<file path="src/pca_pkg.sv">
// Shared constants, codes and types of the pool capacity allocator.
// No dependencies; compiled first.
`timescale 1ns / 1ps

package pca_pkg;

	localparam int POOL_SLOTS   = 16;
	localparam int RECORD_SLOTS = 64;
	localparam int CAP_BITS     = 32;

	localparam int POOL_IDX_W = $clog2(POOL_SLOTS);
	localparam int POOL_CNT_W = $clog2(POOL_SLOTS + 1);
	localparam int REC_IDX_W  = $clog2(RECORD_SLOTS);
	localparam int REC_CNT_W  = $clog2(RECORD_SLOTS + 1);

	localparam int CMD_W     = 2;
	localparam int STATUS_W  = 3;
	localparam int IDX_OUT_W = 6;
	localparam int CLASS_W   = 2;
	localparam int COUNT_W   = 32;

	// commands
	localparam logic [CMD_W-1:0] CMD_CREATE  = 2'd0;
	localparam logic [CMD_W-1:0] CMD_DELETE  = 2'd1;
	localparam logic [CMD_W-1:0] CMD_ALLOC   = 2'd2;
	localparam logic [CMD_W-1:0] CMD_RELEASE = 2'd3;

	// status codes
	localparam logic [STATUS_W-1:0] ST_OK          = 3'd0;
	localparam logic [STATUS_W-1:0] ST_BAD_POOL    = 3'd1;
	localparam logic [STATUS_W-1:0] ST_POOLS_FULL  = 3'd2;
	localparam logic [STATUS_W-1:0] ST_NO_CAPACITY = 3'd3;
	localparam logic [STATUS_W-1:0] ST_RECS_FULL   = 3'd4;
	localparam logic [STATUS_W-1:0] ST_BAD_RECORD  = 3'd5;
	localparam logic [STATUS_W-1:0] ST_REC_DEAD    = 3'd6;

	// pool classes
	localparam logic [CLASS_W-1:0] CLS_IDLE    = 2'd0;
	localparam logic [CLASS_W-1:0] CLS_ALLOC   = 2'd1;
	localparam logic [CLASS_W-1:0] CLS_OPTIMAL = 2'd2;
	localparam logic [CLASS_W-1:0] CLS_OVER    = 2'd3;

	typedef struct packed {
		logic                  live;
		logic [POOL_IDX_W-1:0] pool;
		logic [CAP_BITS-1:0]   amt;
	} rec_word_t;

endpackage

</file>
<file path="src/pca_req_if.sv">
// Command channel of the pool capacity allocator: valid/ready plus command payload.
// Depends on pca_pkg.
`timescale 1ns / 1ps

interface pca_req_if
	import pca_pkg::*;
();
	logic                  valid;
	logic                  ready;
	logic [CMD_W-1:0]      cmd;
	logic [POOL_IDX_W-1:0] pool_index;
	logic [CAP_BITS-1:0]   amount;
	logic [REC_IDX_W-1:0]  record_index;

	modport source (output valid, cmd, pool_index, amount, record_index, input ready);
	modport sink (input valid, cmd, pool_index, amount, record_index, output ready);
endinterface

</file>
<file path="src/pca_rsp_if.sv">
// Result channel of the pool capacity allocator: valid/ready plus result payload.
// Depends on pca_pkg.
`timescale 1ns / 1ps

interface pca_rsp_if
	import pca_pkg::*;
();
	logic                 valid;
	logic                 ready;
	logic [STATUS_W-1:0]  status;
	logic [IDX_OUT_W-1:0] result_index;
	logic [CLASS_W-1:0]   pool_class;
	logic [CAP_BITS-1:0]  pool_available;
	logic [COUNT_W-1:0]   grant_count;
	logic [COUNT_W-1:0]   refusal_count;

	modport source (output valid, status, result_index, pool_class, pool_available,
		grant_count, refusal_count, input ready);
	modport sink (input valid, status, result_index, pool_class, pool_available,
		grant_count, refusal_count, output ready);
endinterface

</file>
<file path="src/pool_capacity_allocator_top.sv">
// Pool capacity allocator: pool table in flops, allocation records in a memory.
// Depends on pca_pkg, pca_req_if, pca_rsp_if.
//
//  channel | modport | moves
//  --------+---------+---------------------------------------------
//  req     | sink    | one command per transfer
//  rsp     | source  | one result per command, in command order
//
// The command and its record read register in stage 1, the pool
// read-modify-write and all checks run in stage 1 and land in the result
// register. One command per cycle sustained while results are taken. A record
// written by one command and read by the next is forwarded. Reset clears
// counters and valids only; tables need no clearing. A stalled result holds
// stage 1, and req.ready drops once stage 1 is full and held.
`timescale 1ns / 1ps

module pool_capacity_allocator_top
	import pca_pkg::*;
(
	input logic          clk,
	input logic          arst_n,
	pca_req_if.sink      req,
	pca_rsp_if.source    rsp
);

	// pool table
	logic [CAP_BITS-1:0] pool_total_q [POOL_SLOTS];
	logic [CAP_BITS-1:0] pool_used_q  [POOL_SLOTS];
	logic [CAP_BITS-1:0] pool_free_q  [POOL_SLOTS];
	logic [CLASS_W-1:0]  pool_class_q [POOL_SLOTS];

	logic [POOL_CNT_W-1:0] pools_made_q;
	logic [REC_CNT_W-1:0]  records_made_q;
	logic [COUNT_W-1:0]    grants_q;
	logic [COUNT_W-1:0]    refusals_q;

	// record memory
	rec_word_t rec_mem [RECORD_SLOTS];

	// stage 1
	logic                  valid_s1;
	logic [CMD_W-1:0]      cmd_s1;
	logic [POOL_IDX_W-1:0] pidx_s1;
	logic [CAP_BITS-1:0]   amt_s1;
	logic [REC_IDX_W-1:0]  ridx_s1;
	rec_word_t             rec_rd_s1;
	logic                  byp_s1;
	rec_word_t             byp_data_s1;

	// result register
	logic                 rsp_valid_q;
	logic [STATUS_W-1:0]  status_q;
	logic [IDX_OUT_W-1:0] result_index_q;
	logic [CLASS_W-1:0]   pool_class_out_q;
	logic [CAP_BITS-1:0]  pool_avail_q;
	logic [COUNT_W-1:0]   grant_count_q;
	logic [COUNT_W-1:0]   refusal_count_q;

	logic req_fire;
	logic s1_fire;

	assign s1_fire  = valid_s1 && (!rsp_valid_q || rsp.ready);
	assign req.ready = !valid_s1 || s1_fire;
	assign req_fire = req.valid && req.ready;

	// stage 1 datapath
	rec_word_t             rec;
	logic [POOL_IDX_W-1:0] psel;
	logic [CAP_BITS-1:0]   p_total;
	logic [CAP_BITS-1:0]   p_used;
	logic [CAP_BITS-1:0]   p_free;
	logic [CLASS_W-1:0]    p_class;
	logic                  pool_ok;
	logic                  pool_room;
	logic                  rec_ok;
	logic                  rec_room;
	logic                  cap_ok;
	logic [CAP_BITS-1:0]   alloc_used;
	logic [CAP_BITS-1:0]   alloc_free;
	logic [CLASS_W-1:0]    alloc_class;
	logic [CAP_BITS-1:0]   rel_used;
	logic [CAP_BITS-1:0]   rel_free;

	logic [STATUS_W-1:0]  st_d;
	logic [IDX_OUT_W-1:0] idx_d;
	logic [CLASS_W-1:0]   cls_d;
	logic [CAP_BITS-1:0]  avail_d;
	logic                 pool_create_we;
	logic                 pool_upd_we;
	logic [CAP_BITS-1:0]  upd_used;
	logic [CAP_BITS-1:0]  upd_free;
	logic                 upd_class_we;
	logic                 rec_we;
	logic [REC_IDX_W-1:0] rec_waddr;
	rec_word_t            rec_wdata;
	logic                 grant_inc;
	logic                 refuse_inc;
	logic [COUNT_W-1:0]   grants_d;
	logic [COUNT_W-1:0]   refusals_d;

	assign rec     = byp_s1 ? byp_data_s1 : rec_rd_s1;
	assign psel    = (cmd_s1 == CMD_RELEASE) ? rec.pool : pidx_s1;
	assign p_total = pool_total_q[psel];
	assign p_used  = pool_used_q[psel];
	assign p_free  = pool_free_q[psel];
	assign p_class = pool_class_q[psel];

	assign pool_ok   = POOL_CNT_W'(pidx_s1) < pools_made_q;
	assign pool_room = pools_made_q < POOL_CNT_W'(POOL_SLOTS);
	assign rec_ok    = REC_CNT_W'(ridx_s1) < records_made_q;
	assign rec_room  = records_made_q < REC_CNT_W'(RECORD_SLOTS);
	assign cap_ok    = !(p_free < amt_s1);

	assign alloc_used = p_used + amt_s1;
	assign alloc_free = p_free - amt_s1;
	assign rel_used   = p_used - rec.amt;
	assign rel_free   = p_free + rec.amt;

	always_comb begin
		if (alloc_free < (p_total >> 2)) begin
			alloc_class = CLS_OVER;
		end else if (alloc_used > (p_total >> 1)) begin
			alloc_class = CLS_OPTIMAL;
		end else begin
			alloc_class = CLS_ALLOC;
		end
	end

	always_comb begin
		st_d           = ST_OK;
		idx_d          = '0;
		cls_d          = CLS_IDLE;
		avail_d        = '0;
		pool_create_we = 1'b0;
		pool_upd_we    = 1'b0;
		upd_used       = alloc_used;
		upd_free       = alloc_free;
		upd_class_we   = 1'b0;
		rec_we         = 1'b0;
		rec_waddr      = records_made_q[REC_IDX_W-1:0];
		rec_wdata      = '{live: 1'b1, pool: pidx_s1, amt: amt_s1};
		grant_inc      = 1'b0;
		refuse_inc     = 1'b0;
		unique case (cmd_s1)
			CMD_CREATE: begin
				if (!pool_room) begin
					st_d = ST_POOLS_FULL;
				end else begin
					pool_create_we = 1'b1;
					idx_d          = IDX_OUT_W'(pools_made_q);
					avail_d        = amt_s1;
				end
			end
			CMD_DELETE: begin
				// the pool table has no live flag, so a delete only reports
				if (!pool_ok) begin
					st_d = ST_BAD_POOL;
				end else begin
					cls_d   = p_class;
					avail_d = p_free;
				end
			end
			CMD_ALLOC: begin
				priority if (!pool_ok) begin
					st_d = ST_BAD_POOL;
				end else if (!cap_ok) begin
					st_d       = ST_NO_CAPACITY;
					cls_d      = p_class;
					avail_d    = p_free;
					refuse_inc = 1'b1;
				end else if (!rec_room) begin
					st_d       = ST_RECS_FULL;
					cls_d      = p_class;
					avail_d    = p_free;
					refuse_inc = 1'b1;
				end else begin
					pool_upd_we  = 1'b1;
					upd_class_we = 1'b1;
					rec_we       = 1'b1;
					grant_inc    = 1'b1;
					idx_d        = IDX_OUT_W'(records_made_q);
					cls_d        = alloc_class;
					avail_d      = alloc_free;
				end
			end
			CMD_RELEASE: begin
				priority if (!rec_ok) begin
					st_d = ST_BAD_RECORD;
				end else if (!rec.live) begin
					st_d = ST_REC_DEAD;
				end else begin
					pool_upd_we = 1'b1;
					upd_used    = rel_used;
					upd_free    = rel_free;
					rec_we      = 1'b1;
					rec_waddr   = ridx_s1;
					rec_wdata   = '{live: 1'b0, pool: rec.pool, amt: rec.amt};
					cls_d       = p_class;
					avail_d     = rel_free;
				end
			end
			default: begin
				st_d = ST_OK;
			end
		endcase
	end

	assign grants_d   = grants_q + COUNT_W'(grant_inc);
	assign refusals_d = refusals_q + COUNT_W'(refuse_inc);

	// control state
	always_ff @(posedge clk or negedge arst_n) begin
		if (!arst_n) begin
			valid_s1       <= 1'b0;
			rsp_valid_q    <= 1'b0;
			pools_made_q   <= '0;
			records_made_q <= '0;
			grants_q       <= '0;
			refusals_q     <= '0;
		end else begin
			if (req_fire) begin
				valid_s1 <= 1'b1;
			end else if (s1_fire) begin
				valid_s1 <= 1'b0;
			end
			if (s1_fire) begin
				rsp_valid_q <= 1'b1;
			end else if (rsp.ready) begin
				rsp_valid_q <= 1'b0;
			end
			if (s1_fire) begin
				pools_made_q   <= pools_made_q + POOL_CNT_W'(pool_create_we);
				records_made_q <= records_made_q + REC_CNT_W'(rec_we && cmd_s1 == CMD_ALLOC);
				grants_q       <= grants_d;
				refusals_q     <= refusals_d;
			end
		end
	end

	// stage 1 payload and forwarding of a record written at the same edge
	always_ff @(posedge clk) begin
		if (req_fire) begin
			cmd_s1      <= req.cmd;
			pidx_s1     <= req.pool_index;
			amt_s1      <= req.amount;
			ridx_s1     <= req.record_index;
			byp_s1      <= s1_fire && rec_we && (rec_waddr == req.record_index);
			byp_data_s1 <= rec_wdata;
		end
	end

	// record memory: one write, one registered read
	always_ff @(posedge clk) begin
		if (s1_fire && rec_we) begin
			rec_mem[rec_waddr] <= rec_wdata;
		end
		if (req_fire) begin
			rec_rd_s1 <= rec_mem[req.record_index];
		end
	end

	// pool table
	always_ff @(posedge clk) begin
		if (s1_fire && pool_create_we) begin
			pool_total_q[pools_made_q[POOL_IDX_W-1:0]] <= amt_s1;
			pool_used_q[pools_made_q[POOL_IDX_W-1:0]]  <= '0;
			pool_free_q[pools_made_q[POOL_IDX_W-1:0]]  <= amt_s1;
			pool_class_q[pools_made_q[POOL_IDX_W-1:0]] <= CLS_IDLE;
		end else if (s1_fire && pool_upd_we) begin
			pool_used_q[psel] <= upd_used;
			pool_free_q[psel] <= upd_free;
			if (upd_class_we) begin
				pool_class_q[psel] <= alloc_class;
			end
		end
	end

	// result register
	always_ff @(posedge clk) begin
		if (s1_fire) begin
			status_q         <= st_d;
			result_index_q   <= idx_d;
			pool_class_out_q <= cls_d;
			pool_avail_q     <= avail_d;
			grant_count_q    <= grants_d;
			refusal_count_q  <= refusals_d;
		end
	end

	assign rsp.valid          = rsp_valid_q;
	assign rsp.status         = status_q;
	assign rsp.result_index   = result_index_q;
	assign rsp.pool_class     = pool_class_out_q;
	assign rsp.pool_available = pool_avail_q;
	assign rsp.grant_count    = grant_count_q;
	assign rsp.refusal_count  = refusal_count_q;

`ifndef SYNTHESIS
	a_pools_bound: assert property (@(posedge clk) disable iff (!arst_n)
		pools_made_q <= POOL_CNT_W'(POOL_SLOTS))
		else $error("pool count past table size");

	a_recs_bound: assert property (@(posedge clk) disable iff (!arst_n)
		records_made_q <= REC_CNT_W'(RECORD_SLOTS))
		else $error("record count past table size");

	a_counters_idle: assert property (@(posedge clk) disable iff (!arst_n)
		!s1_fire |=> $stable(grants_q) && $stable(refusals_q))
		else $error("counter moved without a command");

	a_stage_hold: assert property (@(posedge clk) disable iff (!arst_n)
		valid_s1 && !s1_fire |=> valid_s1 && $stable(cmd_s1))
		else $error("stage 1 lost a stalled command");
`endif

endmodule
</file>
<file path="src/flat_wrapper.sv">
// flat-port wrapper written by rule: the top's interface ports become plain ports
module pool_capacity_allocator_top_flat import pca_pkg::*;
  (clk, arst_n, req_valid, req_cmd, req_pool_index, req_amount, req_record_index, req_ready, rsp_valid, rsp_status, rsp_result_index, rsp_pool_class, rsp_pool_available, rsp_grant_count, rsp_refusal_count, rsp_ready);
  pca_req_if req_i ();
  pca_rsp_if rsp_i ();
  input logic clk;
  input logic arst_n;
  input wire logic [$bits(req_i.valid)-1:0] req_valid;
  input wire logic [$bits(req_i.cmd)-1:0] req_cmd;
  input wire logic [$bits(req_i.pool_index)-1:0] req_pool_index;
  input wire logic [$bits(req_i.amount)-1:0] req_amount;
  input wire logic [$bits(req_i.record_index)-1:0] req_record_index;
  output wire logic [$bits(req_i.ready)-1:0] req_ready;
  output wire logic [$bits(rsp_i.valid)-1:0] rsp_valid;
  output wire logic [$bits(rsp_i.status)-1:0] rsp_status;
  output wire logic [$bits(rsp_i.result_index)-1:0] rsp_result_index;
  output wire logic [$bits(rsp_i.pool_class)-1:0] rsp_pool_class;
  output wire logic [$bits(rsp_i.pool_available)-1:0] rsp_pool_available;
  output wire logic [$bits(rsp_i.grant_count)-1:0] rsp_grant_count;
  output wire logic [$bits(rsp_i.refusal_count)-1:0] rsp_refusal_count;
  input wire logic [$bits(rsp_i.ready)-1:0] rsp_ready;
  assign req_i.valid = req_valid;
  assign req_i.cmd = req_cmd;
  assign req_i.pool_index = req_pool_index;
  assign req_i.amount = req_amount;
  assign req_i.record_index = req_record_index;
  assign req_ready = req_i.ready;
  assign rsp_valid = rsp_i.valid;
  assign rsp_status = rsp_i.status;
  assign rsp_result_index = rsp_i.result_index;
  assign rsp_pool_class = rsp_i.pool_class;
  assign rsp_pool_available = rsp_i.pool_available;
  assign rsp_grant_count = rsp_i.grant_count;
  assign rsp_refusal_count = rsp_i.refusal_count;
  assign rsp_i.ready = rsp_ready;
  pool_capacity_allocator_top u_core (.clk(clk), .arst_n(arst_n), .req(req_i), .rsp(rsp_i));
endmodule
</file>
<file path="config.mk">
export PLATFORM = sky130hd
export DESIGN_NAME = pool_capacity_allocator_top_flat
export DESIGN_NICKNAME = d
export VERILOG_FILES = /design/src/pca_pkg.sv /design/src/pca_req_if.sv /design/src/pca_rsp_if.sv /design/src/pool_capacity_allocator_top.sv /design/src/flat_wrapper.sv
export SDC_FILE = /design/constraint.sdc
export NUM_CORES = 2
export LEC_CHECK = 0
export ABC_AREA = 0
export BUFFER_PORTS_ARGS = -buffer_cell sky130_fd_sc_hd__buf_4
export CAP_MARGIN = 20
export CORE_ASPECT_RATIO = 0.7
export CORE_UTILIZATION = 50
export DETAILED_ROUTE_END_ITERATION = 8
export GPL_ROUTABILITY_DRIVEN = 0
export PLACE_DENSITY = 0.65
export SETUP_SLACK_MARGIN = 0.05
export SYNTH_ARGS = -nofsm -noshare
export SYNTH_HDL_FRONTEND = slang
export SYNTH_SLANG_ARGS = --single-unit
</file>
<file path="constraint.sdc">
create_clock -name clk -period 13 [get_ports clk]
set_clock_uncertainty 0.2 [all_clocks]
set_input_delay 1.95 -clock clk [delete_from_list [all_inputs] [get_ports clk]]
set_output_delay 1.95 -clock clk [all_outputs]
set_load 0.03 [all_outputs]
</file>
# --- Yosys cells after proc, flatten, opt, wreduce, memory -nomap -nowiden ---
# Memories as Yosys holds them, arrays and structs flattened. A register that Yosys moved wholly into a read port is not among the register bits.
# Cells that the tools add are included.
classes:
  n_addsub: 8
  magnitude_cmp: 7
  n_eq_ne: 4
  n_mux: 80
  reduce_logical: 16
op_table:
  columns: ["operator", "n"]
  rows:
  - ["$mux W32", 15]
  - ["$mux W37", 4]
  - ["$pmux W32 S4", 1]
  - ["$add A32 B1 Y32", 2]
  - ["$add A32 B32 Y32", 2]
  - ["$reduce_or A32 Y1", 2]
  - ["$sub A32 B32 Y32", 2]
  - ["$mux W6", 6]
  - ["$gt A32 B31 Y1", 1]
  - ["$lt A32 B30 Y1", 1]
  - ["$lt A32 B32 Y1", 1]
  - ["$mux W1", 30]
  - ["$mux W2", 10]
  - ["$mux W4", 4]
  - ["$mux W3", 5]
  - ["$pmux W3 S4", 1]
  - ["$pmux W6 S2", 1]
  - ["$add A7 B1 Y7", 1]
  - ["$lt A6 B7 Y1", 1]
  - ["$lt A7 B7 Y1 const B", 1]
  - ["$eq A6 B6 Y1", 1]
  - ["$logic_and A1 B1 Y1", 6]
  - ["$pmux W2 S3", 1]
  - ["$add A5 B1 Y5", 1]
  - ["other kinds (11)", 15]
word_totals:
  reg_bits: 267
  ram_bits: 3936
  inputBits: 48
  out_inout_bits: 109
  word_cells: 140
  memories: 5
memory_table:
  columns: ["name", "words", "word_bits", "rd", "rd_ports_with_merged_regs", "write_ports", "line", "text"]
  rows:
  - ["u_core.rec_mem", 64, 37, 1, 1, 1, "pool_capacity_allocator_top.sv:38", "rec_word_t rec_mem [RECORD_SLOTS];"]
  - ["u_core.pool_free_q", 16, 32, 1, 0, 1, "pool_capacity_allocator_top.sv:29", "logic [CAP_BITS-1:0] pool_free_q [POOL_SLOTS];"]
  - ["u_core.pool_total_q", 16, 32, 1, 0, 1, "pool_capacity_allocator_top.sv:27", "logic [CAP_BITS-1:0] pool_total_q [POOL_SLOTS];"]
  - ["u_core.pool_used_q", 16, 32, 1, 0, 1, "pool_capacity_allocator_top.sv:28", "logic [CAP_BITS-1:0] pool_used_q [POOL_SLOTS];"]
  - ["u_core.pool_class_q", 16, 2, 1, 0, 1, "pool_capacity_allocator_top.sv:30", "logic [CLASS_W-1:0] pool_class_q [POOL_SLOTS];"]

# --- Depth between registers and ports, before layout ---
# An unclocked memory read counts as a cell.
logic_depth:
  ltp_word: 13
  depth_mapped: 33
  depth_no_buf: 29

# --- Least setup slack after synthesis ---
# No wires, ideal clock.
synth_path:
  path_type: "reg2reg"
  startpoint: "register u_core.cmd_s1[0]"
  endpoint: "memory u_core.pool_free_q[4][0], enable pin"
  setup_ns: 0.486
  arrival_time_ns: 7.641
  required_ns: 12.314
  slack_ns: 4.673
  path_stages_with_launch: 26
  n_path_buf: 8
  synth_period_minus_slack_ns: 8.327
  path_cell_list: "edfxtp_1 > buf_2 > and2_1 > buf_4 > a21oi_1 > buf_6 > buf_4 > buf_4 > mux4_2 > a211oi_1 > a31oi_1 > ha_1 > o211ai_1 > a21oi_1 > o41a_1 > and4bb_2 > o21ai_1 > a21oi_4 > nand2_2 > inv_2 > buf_6 > a21oi_2 > buf_4 > buf_6 > a21oi_1 > nor2_1"
synth_via:
  elab_chain_cells: 13
  word_cells_on_any_way: 20
  classes_between: "order compare: 1; eq/ne: 2; mux: 12; reduce/logical: 4; memory: 1"
synth_rtl:
  columns: ["item", "line", "text"]
  rows:
  - ["start, declared", "pool_capacity_allocator_top.sv:42", "logic [CMD_W-1:0] cmd_s1;"]
  - ["start signal, assigned", "pool_capacity_allocator_top.sv:243", "cmd_s1 <= req.cmd;"]
  - ["$eq A2 B2 Y1", "pool_capacity_allocator_top.sv:102, pool_capacity_allocator_top.sv:144", null]
  - ["$mux W4", "pool_capacity_allocator_top.sv:102", "assign psel = (cmd_s1 == CMD_RELEASE) ? rec.pool : pidx_s1;"]
  - ["$mem_v2 Z16 W32", null, null]
  - ["$lt A32 B32 Y1", "pool_capacity_allocator_top.sv:112", "assign cap_ok = !(p_free < amt_s1);"]
  - ["$mux W1", "pool_capacity_allocator_top.sv:166", "end else if (!cap_ok) begin"]
  - ["$mux W1", "pool_capacity_allocator_top.sv:164", "priority if (!pool_ok) begin"]
  - ["$pmux W1 S2", "pool_capacity_allocator_top.sv:144", "unique case (cmd_s1)"]
  - ["$logic_and A1 B1 Y1", "pool_capacity_allocator_top.sv:269", "end else if (s1_fire && pool_upd_we) begin"]
  - ["$mux W1", "pool_capacity_allocator_top.sv:269", null]
  - ["$mux W1", "pool_capacity_allocator_top.sv:264", "if (s1_fire && pool_create_we) begin"]
  - ["$mux W1 (not written as such)", "pool_capacity_allocator_top.sv:271", "pool_free_q[psel] <= upd_free;"]
  - ["$reduce_or A32 Y1 (no line)", null, null]
  - ["$mux W4 (no line) / $mux W1 (equally long branches)", null, null]
  - ["end, declared", "pool_capacity_allocator_top.sv:29", null]
# Several ways; a longest one is shown, not always the timed one.

# --- Worst setup path after layout ---
layout_path:
  startpoint: "register u_core.byp_s1"
  endpoint: "register u_core.refusal_count_q[28], in the netlist u_core.rsp.refusal_count[28], data pin"
layout_via:
  elab_chain_cells: 8
layout_rtl:
  columns: ["item", "line", "text"]
  rows:
  - ["start, declared", "pool_capacity_allocator_top.sv:47", "logic byp_s1;"]
  - ["start signal, assigned", "pool_capacity_allocator_top.sv:247", "byp_s1 <= s1_fire && rec_we && (rec_waddr == req.record_index);"]
  - ["$mux W37", "pool_capacity_allocator_top.sv:101", "assign rec = byp_s1 ? byp_data_s1 : rec_rd_s1;"]
  - ["$mux W4", "pool_capacity_allocator_top.sv:102", null]
  - ["$mem_v2 Z16 W32", null, null]
  - ["$lt A32 B32 Y1", "pool_capacity_allocator_top.sv:112", null]
  - ["$mux W1", "pool_capacity_allocator_top.sv:166", null]
  - ["$mux W1", "pool_capacity_allocator_top.sv:164", null]
  - ["$mux W1", "pool_capacity_allocator_top.sv:144", null]
  - ["$add A32 B1 Y32", "pool_capacity_allocator_top.sv:209", "assign refusals_d = refusals_q + COUNT_W'(refuse_inc);"]
  - ["via u_core.refusals_d[28]", "pool_capacity_allocator_top.sv:99", "logic [COUNT_W-1:0] refusals_d;"]
  - ["end signal, assigned", "pool_capacity_allocator_top.sv:286", "refusal_count_q <= refusals_d;"]
  - ["end, declared", "pool_capacity_allocator_top.sv:57", "logic [COUNT_W-1:0] refusal_count_q;"]
# The timed path passes the listed nets, and every way through them passes these cells.
# A chain may end at the register's enable or synchronous reset.

==> impl_metrics.yaml <==
power:
  total_power_w: 0.03091
  pwr_density_cell_nw_per_um2: 160.4
  leakage_nw: 62.49
  vdd_drop_max_mv: 0.1314
clock_tree:
  hold_buffers: 0
  cts.sink_count: 4224
  cts_setup_buffers: 0
  cts_resized: 0
  cts_inserted_buffers: 397
  clk_pin_slew_ps: 60
  h-tree-depth: 5
  tritoncts: "built"
  cts_root_buf: "clkbuf_16"
  clkLatencyLatePin_ps: 950
  clock_path_buffers: 4
detailed_routing:
  totalWireLength_um: 467000
  dr_total_vias: 89983
  drtAntennaViolNets: 0
  dr.pass1.iters: 8
  drt_iter0_drc: 13751
  drc: 0
  vias_per_cell: 6.528
  routedWlPerCell_um: 33.87
grt:
  grt_pass1_wl_um: 657500
  grt_usage_pct: 26.94
  overflow: 0
  antenna_found_initial: 42
  grt_max_degree: 114
  grt_pass1_vias: 86159
yosys:
  yosysTopAreaCell: "edfxtp_1"
  synth-edff-count: 4146
  synth_area_leaders: "edfxtp_1, mux4_2, ha_1"
  yosys-top-cells-count: "edfxtp_1, mux4_2, nand2_1"
  synth_warnings: 0
  synthArstFlopShare_pct: 1.847
  yosysSeqAreaShare_pct: 73.99
  avgSynthCellArea_um2: 20.21
  ys_types: 90
  synth_seq_cells: 4224
  syn_nets: 8711
  ys.flop_type: "edfxtp_1"
  synth_top_area_share_pct: 72.85
  synth_cells: 8457
  yosysMostFrequentCell: "edfxtp_1"
  synth_area_um2: 170900
layout:
  drive_gt1_share_pct: 25.87
  synthToLayoutAreaGrowth_pct: 12.73
  final_nets: 9178
floorplanning:
  die-height_um: 491.1
  start_util_pct: 50.27
  core_um2: 340000
  die_w_um: 700.8
  row_count: 179
  die_area_um2: 344200
  io_pins: 157
setup_path:
  worstSetupPathType: "register to register"
  worstSetupEndpointType: "register"
  slowest_delay_ps: 850
  crit_path_start: "u_core.byp_s1$_DFFE_PP_"
  cp_slowest_cell: "nor2_1"
  r2r_start: "u_core.byp_s1$_DFFE_PP_"
  worstPathArrival_ps: 11470
  r2r_cells: 28
  worst_path_most_repeated_cell: "nand3_1"
  cp.required_ps: 13480
  critPathLaunchType: "register"
  crit_fanout: 113
sta:
  finalSetupTns_ps: 0
  fin_crit_sh_pct: 84.49
  hold_viol_final: 0
  rsz0062_at_grt: "false"
  fmax_mhz: 91.05
  slew_headroom_pct: 19.62
  hold_ws_ps: 286.8
  min_period_ps: 10980
  tightestPinTransition_ps: 1196
  setup_viol: 0
  slew_violations: 0
worst_hold_path:
  hold_path_depth: 2
  worstHoldPathType: "register to register"
  min_from: "u_core.grants_q[0]$_DFFE_PN0P_"
placement:
  portBuffers: 156
  hpwl_um: 287900
job:
  cap_viol_max_count: 0
status:
  status: "completed"
-- routing by layer --
layer	track usage [%]	wire, um
met1	42.79	196500
met2	36.59	195700
met3	7.959	62420
met4	6.657	12200
met5	0	95
-- path summary, 6_finish.rpt --
| path | slack, ps | to |
|---|---|---|
| setup reg to reg | 2020 | u_core.rsp.refusal_count[28]$_DFFE_PP_ |
| hold / removal | 290 | u_core.grants_q[0]$_DFFE_PN0P_ |
| setup / recovery | 2020 | u_core.rsp.refusal_count[28]$_DFFE_PP_ |
| max in group asynchronous | 10650 | u_core.refusals_q[3]$_DFFE_PN0P_ |
| min in group asynchronous | 830 | u_core.refusals_q[1]$_DFFE_PN0P_ |
| hold reg to reg | 290 | u_core.grants_q[0]$_DFFE_PN0P_ |
-- metrics by stage --
step	cells	setup slack, ps	utilization [%]	instance area [um2]
final	13785	2017	56.67	192700
after global routing	13778	1519	56.66	192600
after CTS	13748	2338	56.59	192400
after detailed placement	13027	2345	52.88	179800
after global placement	13021	2610	52.85	179700
after floorplan	8457	4673	-	170900
-- registers in the layout (all words and copies together) (netlist names), 7 cells and up --
| name | flops |
|---|---|
| u_core.records_made_q | 7 |
| u_core.refusals_q | 32 |
| u_core.rec_mem | 2368 |
| u_core.pool_class_q | 32 |
| u_core.rec_rd_s1 | 37 |
| u_core.rsp.refusal_count | 32 |
| u_core.pool_used_q | 512 |
| u_core.rsp.grant_count | 32 |
| u_core.grants_q | 32 |
| u_core.pool_total_q | 496 |
| u_core.byp_data_s1 | 37 |
| u_core.pool_free_q | 512 |
| u_core.rsp.pool_available | 32 |
| u_core.amt_s1 | 32 |
-- layout make-up --
class	count	area [um2]
Tap cell	4525	5662
Clock inverter	234	2200
Sequential cell	4224	126500
Inverter	114	440.4
Timing Repair Buffer	477	4060
Antenna cell	14	35.03
Clock buffer	487	10410
Fill cell	24985	147300
Multi-Input combinational cell	3710	43400
-- worst max-delay path, delay by kind of cell, from the launching register on --
family / cells / cell delay, ps
AOI/OAI and AO/OA: 8 / 2750
muxes: 2 / 750
adders and majority gates: 3 / 1030
buffers and inverters: 3 / 1720
and+or+nand+nor: 11 / 3370
xor gates and xnor gates: 1 / 140
DFF: 1 / 370
-- where the power goes --
part           leakage [nW]  switching (W)  internal [W]
Clock                  6.18        0.00505       0.00644
Combinational          17.6        0.00270       0.00134
Sequential             38.7      0.0000949        0.0153
Total                  62.5        0.00784        0.0231
-- cell families (layout without fill, tap and decap cells) --
family	Yosys count	after routing	share of synthesized area, %
flops	4224	4224	73.99
mux	1252	1252	15.80
simple gates	1211	1211	3.122
compound gates	806	806	3.049
buf+inv	523	1312	1.312
xor+xnor	235	235	1.204
fa+ha+maj	206	206	1.526
other cells	0	14	0
-- placed cells by master (no fill, tap or decap), types with 20 or more instances in the layout --
cell       count
a22oi_1       20
nand2_1      583
ha_1         202
a21oi_1      235
buf_12        33
xor2_1        91
clkinv_1      76
o211ai_1      26
nand2b_1      23
mux2i_1       80
clkbuf_16    401
bufinv_16     37
edfxtp_1    4146
o21ai_4       35
o21ai_0       78
nor2_4        92
nor3_1        46
clkinv_2      83
dfrtp_1       78
clkbuf_1      81
nor2_1       192
buf_4        435
a211oi_1      81
nand3_1       69
mux4_2      1151
o21a_1        28
and2_1        72
nand4_1       30
xnor2_1      144
a21o_1        64
and3_1        28
a31oi_1       93
inv_1        109
Note: power is estimated with default switching activity, not from simulation.
